## config.mk

```make
export PLATFORM = sky130hd
export DESIGN_NAME = running_mean_stddev_core
export DESIGN_NICKNAME = d
export VERILOG_FILES = /design/src/rmsd_pkg.sv /design/src/rmsd_dp.sv /design/src/rmsd_ctrl.sv /design/src/running_mean_stddev_core.sv
export VERILOG_INCLUDE_DIRS = /design/src /design/src/src
export SDC_FILE = /design/constraint.sdc
export NUM_CORES = 2
export LEC_CHECK = 0
export ABC_AREA = 1
export BUFFER_PORTS_ARGS = -buffer_cell sky130_fd_sc_hd__buf_2
export CAP_MARGIN = 20
export CORE_ASPECT_RATIO = 1.75
export CORE_UTILIZATION = 45
export DETAILED_ROUTE_END_ITERATION = 10
export GPL_TIMING_DRIVEN = 0
export PLACE_DENSITY_LB_ADDON = 0.12
export REMOVE_ABC_BUFFERS = 1
export SYNTH_ARGS = -nofsm -noshare
export SYNTH_HDL_FRONTEND = slang
export SYNTH_HIERARCHICAL = 1
export SYNTH_SLANG_ARGS = --single-unit
```

## constraint.sdc

```tcl
create_clock -name i_clk -period 13.98 [get_ports i_clk]
set_input_delay 2.796 -clock i_clk [delete_from_list [all_inputs] [get_ports i_clk]]
set_output_delay 2.796 -clock i_clk [all_outputs]
set_load 0.02 [all_outputs]
```

## src/running_mean_stddev_core_macros.svh

```systemverilog
// Assertion macros shared by the running mean / deviation core.
`ifndef RUNNING_MEAN_STDDEV_CORE_MACROS_SVH
`define RUNNING_MEAN_STDDEV_CORE_MACROS_SVH

// Same-cycle implication, disabled during reset.
`define RMSD_ASSERT_IMP(label, clk, rst_n, ante, cons) \
    label: assert property (@(posedge clk) disable iff (!rst_n) (ante) |-> (cons)) \
        else $error("rmsd assertion failed");

// Next-cycle implication, disabled during reset.
`define RMSD_ASSERT_NXT(label, clk, rst_n, ante, cons) \
    label: assert property (@(posedge clk) disable iff (!rst_n) (ante) |=> (cons)) \
        else $error("rmsd assertion failed");

`endif

```

## src/rmsd_pkg.sv

```systemverilog
// Package: widths, request codes, controller states and command/status structs.
`default_nettype none

package rmsd_pkg;

    localparam int COUNT_BITS     = 32;
    localparam int OUT_COUNT_BITS = 32;
    localparam int SAMPLE_BITS    = 16;
    localparam int SUM_BITS       = 48;
    localparam int SQ_BITS        = 64;
    localparam int AQ_LIMIT_BITS  = 32;
    localparam int DEV_BITS       = 23;
    localparam int VAR_FRAC       = 16;
    localparam int VAR_LIMIT_BITS = 30;
    localparam int RAD_BITS       = VAR_LIMIT_BITS + VAR_FRAC;
    localparam int ROOT_BITS      = RAD_BITS / 2;
    localparam int SQ_REM_BITS    = ROOT_BITS + 2;
    localparam int DIV_CNT_W      = $clog2(SQ_BITS);
    localparam int SQRT_CNT_W     = $clog2(ROOT_BITS);

    typedef logic [1:0] t_cmd;
    localparam t_cmd CMD_ADD     = 2'd0;
    localparam t_cmd CMD_REMOVE  = 2'd1;
    localparam t_cmd CMD_REPLACE = 2'd2;

    typedef enum logic [3:0] {
        S_IDLE,
        S_REMOVE,
        S_ADD,
        S_CHECK,
        S_DSUM,
        S_MEAN,
        S_DSQ,
        S_MULT,
        S_VAR,
        S_SQRT,
        S_DONE
    } t_state;

    typedef enum logic {
        DIV_SUM,
        DIV_SQ
    } t_div_sel;

    typedef struct packed {
        logic     load;
        logic     remove;
        logic     add;
        logic     div_start;
        t_div_sel div_sel;
        logic     div_step;
        logic     save_mean;
        logic     mul;
        logic     var_start;
        logic     sqrt_step;
        logic     result_load;
    } t_dp_cmd;

    typedef struct packed {
        logic count_zero;
        logic div_last;
        logic var_skip;
        logic sqrt_last;
        logic out_full;
    } t_dp_sts;

endpackage

`default_nettype wire

```

## src/rmsd_dp.sv

```systemverilog
// Datapath: store update, shared bit-serial divider, mean square, bit-serial sqrt, result register.
`default_nettype none

module rmsd_dp (
    input  wire logic                               i_clk,
    input  wire logic                               i_rst_n,
    input  wire rmsd_pkg::t_dp_cmd                  i_ctl,
    input  wire rmsd_pkg::t_cmd                     i_cmd,
    input  wire logic signed [rmsd_pkg::SAMPLE_BITS-1:0] i_old_value,
    input  wire logic signed [rmsd_pkg::SAMPLE_BITS-1:0] i_new_value,
    input  wire logic                               i_out_ready,
    output rmsd_pkg::t_dp_sts                       o_sts,
    output logic                                    o_out_valid,
    output logic [rmsd_pkg::OUT_COUNT_BITS-1:0]     o_sample_count,
    output logic signed [rmsd_pkg::SAMPLE_BITS-1:0] o_mean,
    output logic [rmsd_pkg::DEV_BITS-1:0]           o_deviation_q8,
    output logic                                    o_error
);
    import rmsd_pkg::*;

    localparam int SQR_BITS = 2 * SAMPLE_BITS;
    localparam int MEAN_MAX = 2 ** (SAMPLE_BITS - 1) - 1;
    localparam int MEAN_MIN_MAG = 2 ** (SAMPLE_BITS - 1);

    // store
    logic [COUNT_BITS-1:0] r_count;
    logic [SUM_BITS-1:0]   r_sum;
    logic [SQ_BITS-1:0]    r_sq;

    // latched request
    t_cmd                  r_op;
    logic [SAMPLE_BITS-1:0] r_old, r_new;
    logic [SQR_BITS-1:0]   r_old_sq, r_new_sq;
    logic                  r_err;
    logic signed [SQR_BITS-1:0] n_old_sq, n_new_sq;

    // divider
    logic [SQ_BITS-1:0]    r_div_num, r_div_quo;
    logic [COUNT_BITS-1:0] r_div_rem;
    logic [DIV_CNT_W-1:0]  r_div_cnt;
    logic [COUNT_BITS:0]   div_sh, div_diff;
    logic                  div_ge;
    logic [SUM_BITS-1:0]   sum_mag;

    // mean / variance
    logic [SUM_BITS-1:0]   r_aq;
    logic                  r_skip;
    logic [SQ_BITS-1:0]    r_mean_sq, mean_sq_c, var_c;
    logic                  var_skip;

    // square root
    logic [RAD_BITS-1:0]    r_rad;
    logic [ROOT_BITS-1:0]   r_root;
    logic [SQ_REM_BITS-1:0] r_sq_rem;
    logic [SQRT_CNT_W-1:0]  r_sqrt_cnt;
    logic                   r_var_big;
    logic [SQ_REM_BITS+1:0] sq_sh, sq_trial, sq_diff;
    logic                   sq_ge;

    // result register
    logic                          r_out_valid;
    logic [OUT_COUNT_BITS-1:0]     r_o_count;
    logic signed [SAMPLE_BITS-1:0] r_o_mean;
    logic [DEV_BITS-1:0]           r_o_dev;
    logic                          r_o_err;
    logic signed [SAMPLE_BITS-1:0] mean_sat;

    logic rem_req, add_req;

    assign rem_req = (r_op == CMD_REMOVE) || (r_op == CMD_REPLACE);
    assign add_req = (r_op == CMD_ADD) || (r_op == CMD_REPLACE);

    assign n_old_sq = i_old_value * i_old_value;
    assign n_new_sq = i_new_value * i_new_value;

    assign sum_mag = r_sum[SUM_BITS-1] ? ((~r_sum) + SUM_BITS'(1)) : r_sum;

    assign div_sh   = {r_div_rem, r_div_num[SQ_BITS-1]};
    assign div_ge   = div_sh >= {1'b0, r_count};
    assign div_diff = div_sh - {1'b0, r_count};

    assign var_skip  = r_sq[SQ_BITS-1] | (|r_div_quo[SUM_BITS-1:AQ_LIMIT_BITS]);
    assign mean_sq_c = r_aq[AQ_LIMIT_BITS-1:0] * r_aq[AQ_LIMIT_BITS-1:0];
    assign var_c     = (!r_skip && (r_div_quo > r_mean_sq)) ? (r_div_quo - r_mean_sq) : '0;

    assign sq_sh    = {r_sq_rem, r_rad[RAD_BITS-1 -: 2]};
    assign sq_trial = (SQ_REM_BITS + 2)'({r_root, 2'b01});
    assign sq_ge    = sq_sh >= sq_trial;
    assign sq_diff  = sq_sh - sq_trial;

    always_comb begin
        if (r_sum[SUM_BITS-1]) begin
            if (r_aq > SUM_BITS'(MEAN_MIN_MAG)) begin
                mean_sat = {1'b1, {(SAMPLE_BITS-1){1'b0}}};
            end else begin
                mean_sat = (~r_aq[SAMPLE_BITS-1:0]) + SAMPLE_BITS'(1);
            end
        end else begin
            if (r_aq > SUM_BITS'(MEAN_MAX)) begin
                mean_sat = {1'b0, {(SAMPLE_BITS-1){1'b1}}};
            end else begin
                mean_sat = r_aq[SAMPLE_BITS-1:0];
            end
        end
    end

    // control state: store, loop counters, result valid
    always_ff @(posedge i_clk) begin
        if (!i_rst_n) begin
            r_count     <= '0;
            r_sum       <= '0;
            r_sq        <= '0;
            r_div_cnt   <= '0;
            r_sqrt_cnt  <= '0;
            r_out_valid <= 1'b0;
        end else begin
            if (i_ctl.remove && rem_req && (r_count != '0)) begin
                r_count <= r_count - COUNT_BITS'(1);
                r_sum   <= r_sum - {{(SUM_BITS-SAMPLE_BITS){r_old[SAMPLE_BITS-1]}}, r_old};
                r_sq    <= r_sq - {{(SQ_BITS-SQR_BITS){1'b0}}, r_old_sq};
            end else if (i_ctl.add && add_req && (r_count != '1)) begin
                r_count <= r_count + COUNT_BITS'(1);
                r_sum   <= r_sum + {{(SUM_BITS-SAMPLE_BITS){r_new[SAMPLE_BITS-1]}}, r_new};
                r_sq    <= r_sq + {{(SQ_BITS-SQR_BITS){1'b0}}, r_new_sq};
            end
            if (i_ctl.div_start) begin
                r_div_cnt <= (i_ctl.div_sel == DIV_SUM) ? DIV_CNT_W'(SUM_BITS - 1)
                                                        : DIV_CNT_W'(SQ_BITS - 1);
            end else if (i_ctl.div_step) begin
                r_div_cnt <= r_div_cnt - DIV_CNT_W'(1);
            end
            if (i_ctl.var_start) begin
                r_sqrt_cnt <= SQRT_CNT_W'(ROOT_BITS - 1);
            end else if (i_ctl.sqrt_step) begin
                r_sqrt_cnt <= r_sqrt_cnt - SQRT_CNT_W'(1);
            end
            if (i_ctl.result_load) begin
                r_out_valid <= 1'b1;
            end else if (i_out_ready) begin
                r_out_valid <= 1'b0;
            end
        end
    end

    // payload
    always_ff @(posedge i_clk) begin
        if (i_ctl.load) begin
            r_op     <= i_cmd;
            r_old    <= i_old_value;
            r_new    <= i_new_value;
            r_old_sq <= n_old_sq;
            r_new_sq <= n_new_sq;
            r_err    <= 1'b0;
        end else if (i_ctl.remove && rem_req && (r_count == '0)) begin
            r_err <= 1'b1;
        end

        if (i_ctl.div_start) begin
            r_div_num <= (i_ctl.div_sel == DIV_SUM) ? {sum_mag, {(SQ_BITS-SUM_BITS){1'b0}}}
                                                    : r_sq;
            r_div_rem <= '0;
            r_div_quo <= '0;
        end else if (i_ctl.div_step) begin
            r_div_num <= {r_div_num[SQ_BITS-2:0], 1'b0};
            r_div_rem <= div_ge ? div_diff[COUNT_BITS-1:0] : div_sh[COUNT_BITS-1:0];
            r_div_quo <= {r_div_quo[SQ_BITS-2:0], div_ge};
        end

        if (i_ctl.save_mean) begin
            r_aq   <= r_div_quo[SUM_BITS-1:0];
            r_skip <= var_skip;
        end
        if (i_ctl.mul) begin
            r_mean_sq <= mean_sq_c;
        end

        if (i_ctl.var_start) begin
            r_rad     <= {var_c[VAR_LIMIT_BITS-1:0], {VAR_FRAC{1'b0}}};
            r_var_big <= |var_c[SQ_BITS-1:VAR_LIMIT_BITS];
            r_root    <= '0;
            r_sq_rem  <= '0;
        end else if (i_ctl.sqrt_step) begin
            r_rad    <= {r_rad[RAD_BITS-3:0], 2'b00};
            r_root   <= {r_root[ROOT_BITS-2:0], sq_ge};
            r_sq_rem <= sq_ge ? sq_diff[SQ_REM_BITS-1:0] : sq_sh[SQ_REM_BITS-1:0];
        end

        if (i_ctl.result_load) begin
            r_o_count <= OUT_COUNT_BITS'(r_count);
            r_o_err   <= r_err;
            if (r_count == '0) begin
                r_o_mean <= '0;
                r_o_dev  <= '0;
            end else begin
                r_o_mean <= mean_sat;
                r_o_dev  <= r_var_big ? '1 : r_root;
            end
        end
    end

    assign o_sts.count_zero = (r_count == '0);
    assign o_sts.div_last   = (r_div_cnt == '0);
    assign o_sts.var_skip   = var_skip;
    assign o_sts.sqrt_last  = (r_sqrt_cnt == '0);
    assign o_sts.out_full   = r_out_valid & ~i_out_ready;

    assign o_out_valid    = r_out_valid;
    assign o_sample_count = r_o_count;
    assign o_mean         = r_o_mean;
    assign o_deviation_q8 = r_o_dev;
    assign o_error        = r_o_err;

endmodule

`default_nettype wire

```

## src/rmsd_ctrl.sv

```systemverilog
// Controller: sequences update, one or two divisions, mean square, square root and result hand-off.
`default_nettype none
`include "running_mean_stddev_core_macros.svh"

module rmsd_ctrl (
    input  wire logic              i_clk,
    input  wire logic              i_rst_n,
    input  wire logic              i_in_valid,
    output logic                   o_in_ready,
    input  wire rmsd_pkg::t_dp_sts i_sts,
    output rmsd_pkg::t_dp_cmd      o_ctl
);
    import rmsd_pkg::*;

    t_state r_state, n_state;

    always_ff @(posedge i_clk) begin
        if (!i_rst_n) begin
            r_state <= S_IDLE;
        end else begin
            r_state <= n_state;
        end
    end

    always_comb begin
        n_state = r_state;
        o_ctl   = '0;
        case (r_state)
            S_IDLE: begin
                if (i_in_valid) begin
                    o_ctl.load = 1'b1;
                    n_state    = S_REMOVE;
                end
            end
            S_REMOVE: begin
                o_ctl.remove = 1'b1;
                n_state      = S_ADD;
            end
            S_ADD: begin
                o_ctl.add = 1'b1;
                n_state   = S_CHECK;
            end
            S_CHECK: begin
                if (i_sts.count_zero) begin
                    n_state = S_DONE;
                end else begin
                    o_ctl.div_start = 1'b1;
                    o_ctl.div_sel   = DIV_SUM;
                    n_state         = S_DSUM;
                end
            end
            S_DSUM: begin
                o_ctl.div_step = 1'b1;
                if (i_sts.div_last) begin
                    n_state = S_MEAN;
                end
            end
            S_MEAN: begin
                o_ctl.save_mean = 1'b1;
                if (i_sts.var_skip) begin
                    n_state = S_MULT;
                end else begin
                    o_ctl.div_start = 1'b1;
                    o_ctl.div_sel   = DIV_SQ;
                    n_state         = S_DSQ;
                end
            end
            S_DSQ: begin
                o_ctl.div_step = 1'b1;
                if (i_sts.div_last) begin
                    n_state = S_MULT;
                end
            end
            S_MULT: begin
                o_ctl.mul = 1'b1;
                n_state   = S_VAR;
            end
            S_VAR: begin
                o_ctl.var_start = 1'b1;
                n_state         = S_SQRT;
            end
            S_SQRT: begin
                o_ctl.sqrt_step = 1'b1;
                if (i_sts.sqrt_last) begin
                    n_state = S_DONE;
                end
            end
            S_DONE: begin
                if (!i_sts.out_full) begin
                    o_ctl.result_load = 1'b1;
                    n_state           = S_IDLE;
                end
            end
            default: begin
                n_state = S_IDLE;
            end
        endcase
    end

    assign o_in_ready = (r_state == S_IDLE);

    `RMSD_ASSERT_NXT(a_accept_starts, i_clk, i_rst_n, (r_state == S_IDLE) && i_in_valid, r_state == S_REMOVE)
    `RMSD_ASSERT_IMP(a_no_overwrite, i_clk, i_rst_n, o_ctl.result_load, !i_sts.out_full)
    `RMSD_ASSERT_NXT(a_sum_div_end, i_clk, i_rst_n, (r_state == S_DSUM) && i_sts.div_last, r_state == S_MEAN)
    `RMSD_ASSERT_NXT(a_sqrt_end, i_clk, i_rst_n, (r_state == S_SQRT) && i_sts.sqrt_last, r_state == S_DONE)

endmodule

`default_nettype wire

```

## src/running_mean_stddev_core.sv

```systemverilog
// Flow: store update, shared bit-serial divider on the sum (48 steps) then the square sum
// (64 steps; skipped when the mean exceeds 32 bits or the square sum is negative),
// mean square, 23-step bit-serial square root, result load; an empty store goes straight
// to result load, which waits while a result is unaccepted. Requests are taken only in idle.
// Reset: synchronous active low; clears count, sum, square sum, controller and result valid.
`default_nettype none

module running_mean_stddev_core (
    input  wire logic                                    i_clk,
    input  wire logic                                    i_rst_n,
    input  wire logic                                    i_in_valid,
    output logic                                         o_in_ready,
    input  wire rmsd_pkg::t_cmd                          i_cmd,
    input  wire logic signed [rmsd_pkg::SAMPLE_BITS-1:0] i_old_value,
    input  wire logic signed [rmsd_pkg::SAMPLE_BITS-1:0] i_new_value,
    output logic                                         o_out_valid,
    input  wire logic                                    i_out_ready,
    output logic [rmsd_pkg::OUT_COUNT_BITS-1:0]          o_sample_count,
    output logic signed [rmsd_pkg::SAMPLE_BITS-1:0]      o_mean,
    output logic [rmsd_pkg::DEV_BITS-1:0]                o_deviation_q8,
    output logic                                         o_error
);
    import rmsd_pkg::*;

    t_dp_cmd ctl;
    t_dp_sts sts;

    rmsd_ctrl u_ctrl (
        .i_clk      (i_clk),
        .i_rst_n    (i_rst_n),
        .i_in_valid (i_in_valid),
        .o_in_ready (o_in_ready),
        .i_sts      (sts),
        .o_ctl      (ctl)
    );

    rmsd_dp u_dp (
        .i_clk          (i_clk),
        .i_rst_n        (i_rst_n),
        .i_ctl          (ctl),
        .i_cmd          (i_cmd),
        .i_old_value    (i_old_value),
        .i_new_value    (i_new_value),
        .i_out_ready    (i_out_ready),
        .o_sts          (sts),
        .o_out_valid    (o_out_valid),
        .o_sample_count (o_sample_count),
        .o_mean         (o_mean),
        .o_deviation_q8 (o_deviation_q8),
        .o_error        (o_error)
    );

endmodule

`default_nettype wire
```

Yosys cells after proc, flatten, opt, wreduce, memory -nomap -nowiden
Index checks and enable logic that the tools add are counted.
- register bits: 683
- output and inout port bits: 74
- $add $sub $neg: 13
- $mul: 3
- magnitude comparators: 5
- equality and inequality tests: 18
- multiplexer cells: 48
- bitwise gates (word level): 6
- reductions and logical operators: 24
- operators by type and width (kind ; count):
    $mux W64 ; 6
    $mux W48 ; 3
    $mux W32 ; 3
    $mux W46 ; 2
    $add A64 B32 Y64 ; 1
    $gt A64 B64 Y1 ; 1
    $mul A16 B16 Y32 ; 2
    $mul A32 B32 Y64 ; 1
    $sub A64 B32 Y64 ; 1
    $sub A64 B64 Y64 ; 1
    $add A48 B1 Y48 const B ; 1
    $add A48 B48 Y48 ; 1
    $gt A48 B15 Y1 const B ; 1
    $gt A48 B16 Y1 const B ; 1
    $mux W16 ; 3
    $not A48 Y48 ; 1
    $sub A48 B48 Y48 ; 1
    $pmux W4 S11 ; 1
    $reduce_or A34 Y1 ; 1
    $ge A33 B32 Y1 ; 1
    $add A32 B1 Y32 const B ; 1
    $logic_not A32 Y1 ; 1
    $ne A32 B32 Y1 const B ; 1
    $reduce_bool A32 Y1 ; 1
    37 further kinds ; 80

Depth between registers and ports, before layout
- depth after elaboration: 6
- depth in mapped cells: 33
- mapped depth without buffers: 32

Modules after synthesis
The synthesis kept the hierarchy.
- modules (own cells, without submodules) (module ; times used ; cells each ; area each (um2) ; seq. area each (um2)):
    rmsd_dp ; 1 ; 11907 ; 93664.8 ; 17226.5
    rmsd_ctrl ; 1 ; 66 ; 362.8 ; 80.1

Worst setup path after synthesis
No wires, ideal clock.
- path type: input port to flip-flop
- start: in i_in_valid
- end: reg u_dp.r_new[0], enable pin
- setup time: 665 ps
- data arrival time: 9242 ps
- data required time: 13315 ps
- setup slack: 4074 ps
- cell stages on the path: 2
- path buffers: 0
- cells stage by stage: inv_1 nor3_1
- RTL lines (element ; line ; source):
    from (decl) ; running_mean_stddev_core.sv:11 ; input wire logic i_in_valid,
    to (signal assigned) ; rmsd_dp.sv:150 ; r_new <= i_new_value;
    to (decl) ; rmsd_dp.sv:32 ; logic [SAMPLE_BITS-1:0] r_old, r_new;

Worst setup path after layout
- start: in i_new_value[15] (netlist bit)
- end: reg u_dp.r_new_sq[30] (data pin)
- cells in the longest elaborated chain, start to end: 1
- ends and longest elaborated chain (element ; line ; source):
    from (decl) ; running_mean_stddev_core.sv:15 ; input wire logic signed [rmsd_pkg::SAMPLE_BITS-1:0] i_new_value,
    $mul A16 B16 Y32 ; rmsd_dp.sv:74 ; assign n_new_sq = i_new_value * i_new_value;
    net u_dp.n_new_sq[30] ; rmsd_dp.sv:35 ; logic signed [SQR_BITS-1:0] n_old_sq, n_new_sq;
    to (signal assigned) ; rmsd_dp.sv:152 ; r_new_sq <= n_new_sq;
    to (decl) ; rmsd_dp.sv:33 ; logic [SQR_BITS-1:0] r_old_sq, r_new_sq;
The timed path passes the listed nets, and every way through them passes these cells.
A chain may end at the register's enable or synchronous reset.

==> reports/results.ini <==
[detailed_routing]
vias = 76500
firstDrtPassIters = 6
wl_microns = 276000
drt_iter0_markers = 4113
post_drt_wl_per_cell_microns = 18.9
viasPerCell = 5.22
antenna_left = 0
drc = 0

[sta]
setup_viol = 0
layout_worst_path_cycle_share_pct = 62.7
finalMaxSlewViolations = 0
fmax_mhz = 114
slew-limit-headroom_pct = 29.0
layout_min_cycle_time_ns = 8.77
final_hold_viol_count = 0
worst_pin_slew_ns = 1.06
rsz0062_at_grt = false
final.setup_skew_ns = 0.0334
tns_ns = 0

[critical_path]
reg2regPathDepth = 23
crit_end = u_dp/r_new_sq[30]$_DFFE_PP_
worstReg2RegEnd = u_dp/r_mean_sq[56]$_DFFE_PP_
start_kind = input pin
required_ns = 14.41
path_max_fanout = 23
r2r-start = u_dp/r_aq[10]$_DFFE_PP_
critPathLaunch = i_new_value[15]
critPathKind = input pin to flip-flop
crit_arrival_ns = 9.20
r2r_setup_slack_ns = 5.54
end_kind = flip-flop

[logic_synthesis]
ys_seq_area_share_pct = 18.4
synth.distinct_cells = 73
synth-edff-count = 373
synthTopCellsByArea = fa_1 27%, inv_1 12%, edfxtp_1 12%
yosys.area.top_type = fa_1
ys_warn_count = 6
ys_async_sr_fraction_pct = 0
netlist.area_leader.share_pct = 27.2
avgSynthCellArea_sq_um = 7.85
synth.cell_area_sq_mm = 0.0940
ys_ff_latch = 678
ys.flop_type = edfxtp_1
synthCells = 12000

[die]
start_util_pct = 45.3
die_w_microns = 348
die_y_microns = 607
core_area_sq_mm = 0.207
io_pins = 112
die_area_sq_mm = 0.211
rows = 221

[run]
maxCapViolations = 0

[placement]
finalWeightedCongestion = 0.944
place_hpwl_microns = 230000
numPortBuffers = 111
dp_cells = 14500

[grt]
grt_max_degree = 112
grt_pass1_wl_microns = 437000
grt_pass1_vias = 81600
grtUsageTotal_pct = 26.5
grt_overflow = 0
antenna_found_initial = 3

[cts]
root_buffer = clkbuf_16
cts_setup_buffers = 0
cts_resized = 0
htree_num_levels = 3
clk_pin_slew_ns = 0.06
clock-sinks = 678
cts.path.max_buffers = 3
hold_buffers = 0
cts_tree = built
cts_made_buffers = 73
clk_latency_ns = 0.70

[cells_and_area]
areaGrowthSynthToFinish_pct = 7.64
drive_above_1_share_pct = 3.93
final_cell_count_no_fill = 14600
fin_nets = 14000

[worst_hold_path]
hold_path.class = flip-flop to flip-flop
min_from = u_dp/r_div_quo[0]$_SDFFE_PP0P_

[run_status]
status = finished, final reports clean

[layer usage]
layer | track usage, % | routed length, microns | vias to the layer above
li1 | - | - | 36800
met1 | 28.8 | 104000 | 37600
met2 | 52.3 | 151000 | 1627
met3 | 1.89 | 8800 | 548
met4 | 11.1 | 12300 | 0
met5 | 0 | 0 | -
[metrics by stage]
stage | hold WS, ns | setup WS [ns] | util [%] | instance area (sq um)
2_1_floorplan | 0.408 | 4.07 | - | 92700
6_report | 0.436 | 5.21 | 48.8 | 101000
3_5_place_dp | 0.421 | 4.44 | 47.6 | 98800
3_3_place_gp | 0.416 | -0.878 | 46.6 | 96600
5_1_grt | 0.443 | 4.84 | 48.8 | 101000
4_1_cts | 0.434 | 5.15 | 48.8 | 101000
[state kept, by name, summed over array words and instances, names as in the netlist, 16 cells and up]
signal,cells
u_dp/r_count,32
u_dp/r_sq,64
u_dp/o_sample_count,32
u_dp/r_old_sq,30
u_dp/r_new,16
u_dp/r_rad,30
u_dp/r_root,23
u_dp/r_new_sq,30
u_dp/r_mean_sq,63
u_dp/r_div_quo,64
u_dp/r_old,16
u_dp/r_sum,48
u_dp/r_div_rem,32
u_dp/r_sq_rem,25
u_dp/o_mean,16
u_dp/o_deviation_q8,23
u_dp/r_aq,48
u_dp/r_div_num,64
[placed cells by master, fill, tap and decap left out, types with 15 or more instances in the layout]
cell type / n
a21o_1: 56
a21oi_1: 639
a22o_1: 15
a31oi_1: 94
buf_12: 21
buf_16: 56
buf_2: 110
clkbuf_16: 75
dfxtp_1: 304
edfxtp_1: 373
fa_1: 1277
ha_1: 742
inv_1: 3005
inv_2: 25
nand2_1: 2394
nand3_1: 275
nand3b_1: 24
nand4_1: 68
nor2_1: 697
nor3_1: 86
nor4_1: 57
o211ai_1: 73
o21a_1: 25
o21ai_0: 465
o21ai_1: 107
o21bai_1: 97
o22ai_1: 88
o31ai_2: 20
or2_2: 22
xnor2_1: 175
xor2_1: 229
[cell type report]
cell class	instances	area (sq um)
repair buffers	201	2680
inverters	3040	11400
diodes	2	5.00
fillers	20600	106000
well taps	2676	3350
clock inverters	39	385
multi-input cells	7916	64000
clock buffers	97	2040
flip-flops and latches	678	17300
[worst max-delay path, cell delays in order]
cell,delay [ns]
buf_2,0.42
clkinv_1,0.52
or2_2,0.45
fa_1,0.46
fa_1,0.49
inv_1,0.05
fa_1,0.47
inv_1,0.05
fa_1,0.39
fa_1,0.52
inv_1,0.05
fa_1,0.43
ha_1,0.44
nand2_1,0.16
nor4_1,0.45
nand3_1,0.13
o21ai_0,0.52
nand2_1,0.11
a21oi_1,0.19
xor2_1,0.10
[logic make-up after synthesis]
family | Yosys count | share of synthesized area, %
and+or+nand+nor | 3710 | 16.2
buffers and inverters | 3379 | 13.6
adders and majority gates | 2019 | 37.1
AOI/OAI and AO/OA | 1780 | 11.0
DFF | 678 | 18.4
xor gates and xnor gates | 404 | 3.76
muxes | 3 | 0.0319
[Yosys cell counts, types with 229 or more instances]
library cell,number
nand3_1,275
fa_1,1277
ha_1,742
inv_1,3009
nand2_1,2395
o21ai_0,466
nor2_1,702
clkbuf_1,269
xor2_1,229
edfxtp_1,373
dfxtp_1,305
a21oi_1,639
[worst min path at each step]
stage / to / slack, ns / depth (start not counted)
floorplan: u_dp/r_aq[0]$_DFFE_PP_ / 0.41 / 0
global placement: u_dp/o_error$_DFFE_PP_ / 0.42 / 0
detailed placement: u_dp/o_error$_DFFE_PP_ / 0.42 / 0
CTS: u_dp/o_error$_DFFE_PP_ / 0.43 / 0
global route: u_dp/o_error$_DFFE_PP_ / 0.44 / 0
finish: u_dp/r_aq[0]$_DFFE_PP_ / 0.44 / 0
Power is left out: the tool's default activity adds up to more than one toggle a clock period on the data nets, which glitch-free logic cannot reach.
